<file path="src/isort_pkg.sv">
// ----------------------------------------------------------------------------
// isort_pkg
// sizes, types and controller states of the insertion sorter
// ----------------------------------------------------------------------------
package isort_pkg;

    localparam int DEPTH      = 16;
    localparam int DATA_WIDTH = 32;

    typedef logic signed [DATA_WIDTH-1:0] value_t;

    typedef enum logic
    {
        ST_COLLECT,
        ST_DRAIN
    } state_t;

    typedef struct packed
    {
        logic insert;
        logic shift;
    } cell_ctrl_t;

endpackage

</file>
<file path="src/isort_in_if.sv">
// ----------------------------------------------------------------------------
// isort_in_if
// input channel: one set element per beat, last marks the end of the set
// ----------------------------------------------------------------------------
interface isort_in_if
    import isort_pkg::*;
();
    logic   valid;
    logic   ready;
    value_t value;
    logic   last;

    modport source (output valid, output value, output last, input ready);
    modport sink (input valid, input value, input last, output ready);
endinterface

</file>
<file path="src/isort_out_if.sv">
// ----------------------------------------------------------------------------
// isort_out_if
// output channel: sorted elements, one per beat
// ----------------------------------------------------------------------------
interface isort_out_if
    import isort_pkg::*;
();
    logic   valid;
    logic   ready;
    value_t sorted_value;
    logic   last_out;
    logic   overflow;

    modport source (output valid, output sorted_value, output last_out, output overflow,
                    input ready);
    modport sink (input valid, input sorted_value, input last_out, input overflow,
                  output ready);
endinterface

</file>
<file path="src/insertion_sorter_core.sv">
// ----------------------------------------------------------------------------
// insertion_sorter_core
// streaming insertion sort of one set into a chain of compare-and-shift cells
//
//   port      role   payload
//   items     sink   value, last
//   results   source sorted_value, last_out, overflow
//
// one element per cycle while collecting; every cell compares and shifts at once
// after the last element the set leaves from the head cell, one per cycle
// items.ready is low while a set drains; it returns the cycle after the final beat
// a stall on results holds the chain; elements beyond the chain depth are dropped
// rst_n clears the slot valid bits, the drop flag and the controller
// ----------------------------------------------------------------------------
module insertion_sorter_core
    import isort_pkg::*;
(
    input  logic         clk,
    input  logic         rst_n,
    isort_in_if.sink     items,
    isort_out_if.source  results
);

    state_t     state_reg;
    state_t     state_next;
    logic       dropped_reg;
    logic       dropped_next;
    cell_ctrl_t ctrl;
    logic       in_beat;
    logic       out_beat;
    logic       full;

    value_t cell_value [DEPTH];
    logic   cell_valid [DEPTH];
    logic   cell_ins   [DEPTH];

    genvar i;
    generate
        for (i = 0; i < DEPTH; i++)
        begin : g_cell
            value_t prev_value;
            logic   prev_valid;
            logic   prev_ins;
            value_t next_value;
            logic   next_valid;

            if (i == 0)
            begin : g_head
                assign prev_value = '0;
                assign prev_valid = 1'b1;
                assign prev_ins   = 1'b0;
            end
            else
            begin : g_body
                assign prev_value = cell_value[i-1];
                assign prev_valid = cell_valid[i-1];
                assign prev_ins   = cell_ins[i-1];
            end

            if (i == DEPTH - 1)
            begin : g_tail
                assign next_value = '0;
                assign next_valid = 1'b0;
            end
            else
            begin : g_link
                assign next_value = cell_value[i+1];
                assign next_valid = cell_valid[i+1];
            end

            isort_cell u_cell
            (
                .clk        (clk),
                .rst_n      (rst_n),
                .ctrl       (ctrl),
                .new_value  (items.value),
                .prev_value (prev_value),
                .prev_valid (prev_valid),
                .prev_ins   (prev_ins),
                .next_value (next_value),
                .next_valid (next_valid),
                .value      (cell_value[i]),
                .valid      (cell_valid[i]),
                .ins        (cell_ins[i])
            );
        end
    endgenerate

    assign full     = cell_valid[DEPTH-1];
    assign in_beat  = items.valid && items.ready;
    assign out_beat = results.valid && results.ready;

    always_comb
    begin
        state_next = state_reg;
        case (state_reg)
            ST_COLLECT:
            begin
                if (in_beat && items.last)
                begin
                    state_next = ST_DRAIN;
                end
            end
            ST_DRAIN:
            begin
                if (out_beat && results.last_out)
                begin
                    state_next = ST_COLLECT;
                end
            end
            default:
            begin
                state_next = ST_COLLECT;
            end
        endcase
    end

    always_comb
    begin
        items.ready   = 1'b0;
        results.valid = 1'b0;
        case (state_reg)
            ST_COLLECT:
            begin
                items.ready = 1'b1;
            end
            ST_DRAIN:
            begin
                results.valid = 1'b1;
            end
            default:
            begin
                items.ready   = 1'b0;
                results.valid = 1'b0;
            end
        endcase
    end

    always_comb
    begin
        ctrl.insert  = in_beat && !full;
        ctrl.shift   = out_beat;
        dropped_next = dropped_reg || (in_beat && full);
        if (out_beat && results.last_out)
        begin
            dropped_next = 1'b0;
        end
    end

    always_ff @(posedge clk or negedge rst_n)
    begin
        if (!rst_n)
        begin
            state_reg   <= ST_COLLECT;
            dropped_reg <= 1'b0;
        end
        else
        begin
            state_reg   <= state_next;
            dropped_reg <= dropped_next;
        end
    end

    assign results.sorted_value = cell_value[0];
    assign results.last_out     = !cell_valid[1];
    assign results.overflow     = dropped_reg;

endmodule

</file>
<file path="src/isort_cell.sv">
// ----------------------------------------------------------------------------
// isort_cell
// one slot of the sorted chain: keeps, takes the new value, or takes a neighbor
// ----------------------------------------------------------------------------
module isort_cell
    import isort_pkg::*;
(
    input  logic       clk,
    input  logic       rst_n,
    input  cell_ctrl_t ctrl,
    input  value_t     new_value,
    input  value_t     prev_value,
    input  logic       prev_valid,
    input  logic       prev_ins,
    input  value_t     next_value,
    input  logic       next_valid,
    output value_t     value,
    output logic       valid,
    output logic       ins
);

    value_t value_reg;
    value_t value_next;
    logic   valid_reg;
    logic   valid_next;

    // slot is empty or holds a value greater than the new one
    assign ins = !valid_reg || (value_reg > new_value);

    always_comb
    begin
        value_next = value_reg;
        valid_next = valid_reg;
        if (ctrl.shift)
        begin
            value_next = next_value;
            valid_next = next_valid;
        end
        else if (ctrl.insert && ins)
        begin
            value_next = prev_ins ? prev_value : new_value;
            valid_next = valid_reg || prev_valid;
        end
    end

    always_ff @(posedge clk or negedge rst_n)
    begin
        if (!rst_n)
        begin
            valid_reg <= 1'b0;
        end
        else
        begin
            valid_reg <= valid_next;
        end
    end

    always_ff @(posedge clk)
    begin
        value_reg <= value_next;
    end

    assign value = value_reg;
    assign valid = valid_reg;

endmodule

</file>
<file path="src/flat_wrapper.sv">
// flat-port wrapper written by rule: the top's interface ports become plain ports
module insertion_sorter_core_flat import isort_pkg::*;
  (clk, rst_n, items_valid, items_value, items_last, items_ready, results_valid, results_sorted_value, results_last_out, results_overflow, results_ready);
  isort_in_if items_i ();
  isort_out_if results_i ();
  input  logic clk;
  input  logic rst_n;
  input wire logic [$bits(items_i.valid)-1:0] items_valid;
  input wire logic [$bits(items_i.value)-1:0] items_value;
  input wire logic [$bits(items_i.last)-1:0] items_last;
  output wire logic [$bits(items_i.ready)-1:0] items_ready;
  output wire logic [$bits(results_i.valid)-1:0] results_valid;
  output wire logic [$bits(results_i.sorted_value)-1:0] results_sorted_value;
  output wire logic [$bits(results_i.last_out)-1:0] results_last_out;
  output wire logic [$bits(results_i.overflow)-1:0] results_overflow;
  input wire logic [$bits(results_i.ready)-1:0] results_ready;
  assign items_i.valid = items_valid;
  assign items_i.value = items_value;
  assign items_i.last = items_last;
  assign items_ready = items_i.ready;
  assign results_valid = results_i.valid;
  assign results_sorted_value = results_i.sorted_value;
  assign results_last_out = results_i.last_out;
  assign results_overflow = results_i.overflow;
  assign results_i.ready = results_ready;
  insertion_sorter_core u_core (.clk(clk), .rst_n(rst_n), .items(items_i), .results(results_i));
endmodule
</file>
<file path="config.mk">
export PLATFORM = sky130hd
export DESIGN_NAME = insertion_sorter_core_flat
export DESIGN_NICKNAME = d
export VERILOG_FILES = /design/src/isort_pkg.sv /design/src/isort_in_if.sv /design/src/isort_out_if.sv /design/src/insertion_sorter_core.sv /design/src/isort_cell.sv /design/src/flat_wrapper.sv
export SDC_FILE = /design/constraint.sdc
export NUM_CORES = 2
export LEC_CHECK = 0
export BUFFER_PORTS_ARGS = -buffer_cell sky130_fd_sc_hd__buf_2
export CORE_MARGIN = 2
export CORE_UTILIZATION = 49
export CTS_CLUSTER_SIZE = 28
export DETAILED_ROUTE_END_ITERATION = 10
export GPL_ROUTABILITY_DRIVEN = 0
export HOLD_SLACK_MARGIN = 0.06
export PLACE_DENSITY = 0.65
export SYNTH_ARGS = -nofsm -noshare
export SYNTH_HDL_FRONTEND = slang
export SYNTH_SLANG_ARGS = --single-unit
</file>
<file path="constraint.sdc">
create_clock -name clk -period 12.5 [get_ports clk]
set_input_delay 1.25 -clock clk [delete_from_list [all_inputs] [get_ports clk]]
set_output_delay 1.25 -clock clk [all_outputs]
set_load 0.01 [all_outputs]
</file>
==> results.cfg <==
[cts]
clk_pin_slew_ns = 0.06
cts_buffer_depth = 3
hold_buffers = 0
numCtsBuffers = 60
clkSinkCount = 530
clkLatencyLatePin_ns = 0.65
cts_setup_buffers = 0
cts_resized = 0
htreeDepth = 2
root_buffer = clkbuf_16
cts_tree = done

[critical_path]
crit_chain = buf_2 -> inv_1 -> ha_1 -> nand4_1 -> nor4_1 -> nor3b_1 -> a2111oi_0 -> nor2_4 -> buf_4 -> nand2_1 -> nand2_2
slowest_stage = nor4_1
required_ns = 12.75
crit_path_max_incr_delay_ns = 0.90
crit_path_max_fanout = 32
crit_arrival_ns = 5.47
endpoint_kind = flop
path_class = primary input to flop
cp-start-kind = primary input

[global_routing]
first_global_vias = 28776
track_usage = 0.283
grt_start_max_net_pins = 194
antenna_found_initial = 3
grt_first_pass_wirelength_um = 173000
grt_remaining_overflow = 0

[detailed_routing]
wire_per_inst_um = 23.9
drt_pass1_iterations = 8
wl_um = 112000
drt_iter0_drc = 3354
ant_nets = 0
routed-via-count = 30578
drc = 0
via_per_inst = 6.52

[synth]
syn_nets = 4264
synth_ff_type = edfxtp_1
synth_area_leaders = edfxtp_1 (39%), ha_1 (16%), nand2_1 (6.1%), o211ai_1 (6.0%), mux2i_1 (5.1%)
yosys_warnings = 0
synth_seq_cells = 530
postSynthCellCount = 3747
synth_area_sq_um = 37000
ys_types = 73
synth_top_area_share = 0.389
yosysSeqAreaShare = 0.419
async_flop_share = 0.0340
synth_area_per_cell_sq_um = 9.88
synth-edff-count = 480
synth_top_cell_by_area = edfxtp_1

[timing]
finalSetupViolations = 0
post-route-period-util = 0.418
hold_viol = 0
finClkSkew_ns = 0.0255
drv_slew = 0
finalSetupTns_ns = 0
holdWs_ns = 0.546
worstMarginPinSlew_ns = 1.15
rsz0062_at_grt = false
fmax_mhz = 192
relSlewSlack = 0.231
layout_min_cycle_time_ns = 5.22

[cells_and_area]
post-route-util = 0.534
fin_nets = 4185
synthToLayoutAreaGrowth_pct = 7.62
largest_reg_flops = 512
drive_gt1_frac = 0.0624
final_cells = 4690
final_common_cell = nand2_1
final_cell_mix = nand2_1 (595), ha_1 (480), edfxtp_1 (480), nand3_1 (349), o211ai_1 (297)

[place]
place_inst = 4575
portBuffers = 72
dp_hpwl_um = 82500

[floorplan]
core-area_sq_um = 74600
io_pins = 73
rows = 100
dieArea_sq_um = 77700
initial_utilization = 0.496
die_h_um = 279
die_width_um = 279

[power_and_ir_drop]
power.density_nw_per_um2 = 234
ir_worst_vdd_v = 0.000130
power.leakage_nw = 16.5
total_power_mw = 9.33

[hold_path]
holdCritPathClass = flop to flop

[run_status]
status = completed

[job]
max_cap_violations = 0
## Yosys cell counts, types with 4 or more instances
| master | instances |
|---|---|
| edfxtp_1 | 480 |
| nand3_1 | 349 |
| buf_2 | 20 |
| mux2i_1 | 190 |
| and3_1 | 7 |
| o21ai_0 | 89 |
| o221ai_1 | 11 |
| o31ai_1 | 7 |
| a21boi_0 | 6 |
| nand2_1 | 597 |
| a221oi_1 | 6 |
| ha_1 | 480 |
| a2111o_1 | 4 |
| nor4_1 | 16 |
| o211ai_1 | 297 |
| and4_1 | 4 |
| clkbuf_1 | 197 |
| dfrtp_1 | 18 |
| dfxtp_1 | 32 |
| a2111oi_0 | 13 |
| o21a_1 | 9 |
| or4_1 | 4 |
| nor2_1 | 62 |
| nor3b_1 | 4 |
| a21o_1 | 69 |
| a221o_1 | 62 |
| nand2b_1 | 4 |
| a21oi_1 | 229 |
| buf_1 | 27 |
| a32o_1 | 6 |
| inv_1 | 81 |
| nor2b_1 | 23 |
| nand4_1 | 130 |
| nand3b_1 | 4 |
| o21ai_1 | 113 |
| buf_4 | 6 |
| or3_1 | 4 |
| nor3_1 | 18 |
| a211oi_1 | 9 |
| a211o_1 | 6 |
## metrics by stage
| step | worst slack, ns | cell area, sq um |
|---|---|---|
| final | 7.28 | 39800 |
| after global routing | 7.03 | 39800 |
| after CTS | 7.33 | 39800 |
| after detailed placement | 6.63 | 38000 |
| after global placement | 6.69 | 38000 |
| after floorplan | 6.94 | 37000 |
## per-layer routing
metal / track usage / vias to the layer above / share of wire
met1: 0.420 / 14736 / 0.46
li1: - / 14324 / -
met5: 0 / - / 0
met2: 0.426 / 1350 / 0.43
met3: 0.0388 / 168 / 0.081
met4: 0.0913 / 0 / 0.032
## critical path, delay by kind of cell
| family | cells | cell delay (ns) |
|---|---|---|
| buffers and inverters | 3 | 1.19 |
| adder cells (fa/ha/maj) | 1 | 0.28 |
| AND/OR/NAND/NOR | 6 | 2.56 |
| AO/OA/AOI/OAI | 1 | 0.14 |
## where the power goes
group          internal, mW  switching (mW)
Combinational          1.51            2.40
Clock                 0.974           0.759
Sequential             3.01           0.686
## cell type report
class	count	area, sq um
clock inverter	22	165
sequential	530	15500
clock buffer	91	1700
tap	969	1210
inverter	82	308
fill	6667	34700
multi-input combinational	2879	20200
antenna	2	5.00
timing repair buffer	115	696
## path summary, 6_finish.rpt
kind | from | slack [ns] | depth (start not counted) | to
worst max-delay path | items_value[21] | 7.28 | 11 | u_core.g_cell[14].u_cell.value[9]$_DFFE_PP_
worst min-delay path | u_core.g_cell[15].u_cell.value[11]$_SDFFE_PP0P_ | 0.55 | 2 | u_core.g_cell[15].u_cell.value[11]$_SDFFE_PP0P_
worst max register to register | u_core.g_cell[14].u_cell.value[23]$_DFFE_PP_ | 8.07 | 9 | u_core.g_cell[14].u_cell.value[9]$_DFFE_PP_
worst min register to register | u_core.g_cell[15].u_cell.value[11]$_SDFFE_PP0P_ | 0.55 | 2 | u_core.g_cell[15].u_cell.value[11]$_SDFFE_PP0P_
max in group asynchronous | rst_n | 11.49 | 1 | u_core.results.overflow$_DFF_PN0_
min in group asynchronous | rst_n | 0.59 | 1 | u_core.g_cell[1].u_cell.valid$_DFFE_PN0P_
## cell families after synthesis
| family | share of synthesized area |
|---|---|
| multiplexers | 0.0520 |
| flip-flops | 0.419 |
| buffers and inverters | 0.0375 |
| adder cells (fa/ha/maj) | 0.162 |
| AO/OA/AOI/OAI | 0.175 |
| AND/OR/NAND/NOR | 0.154 |
No activity file was read; power rests on OpenSTA's default activity.
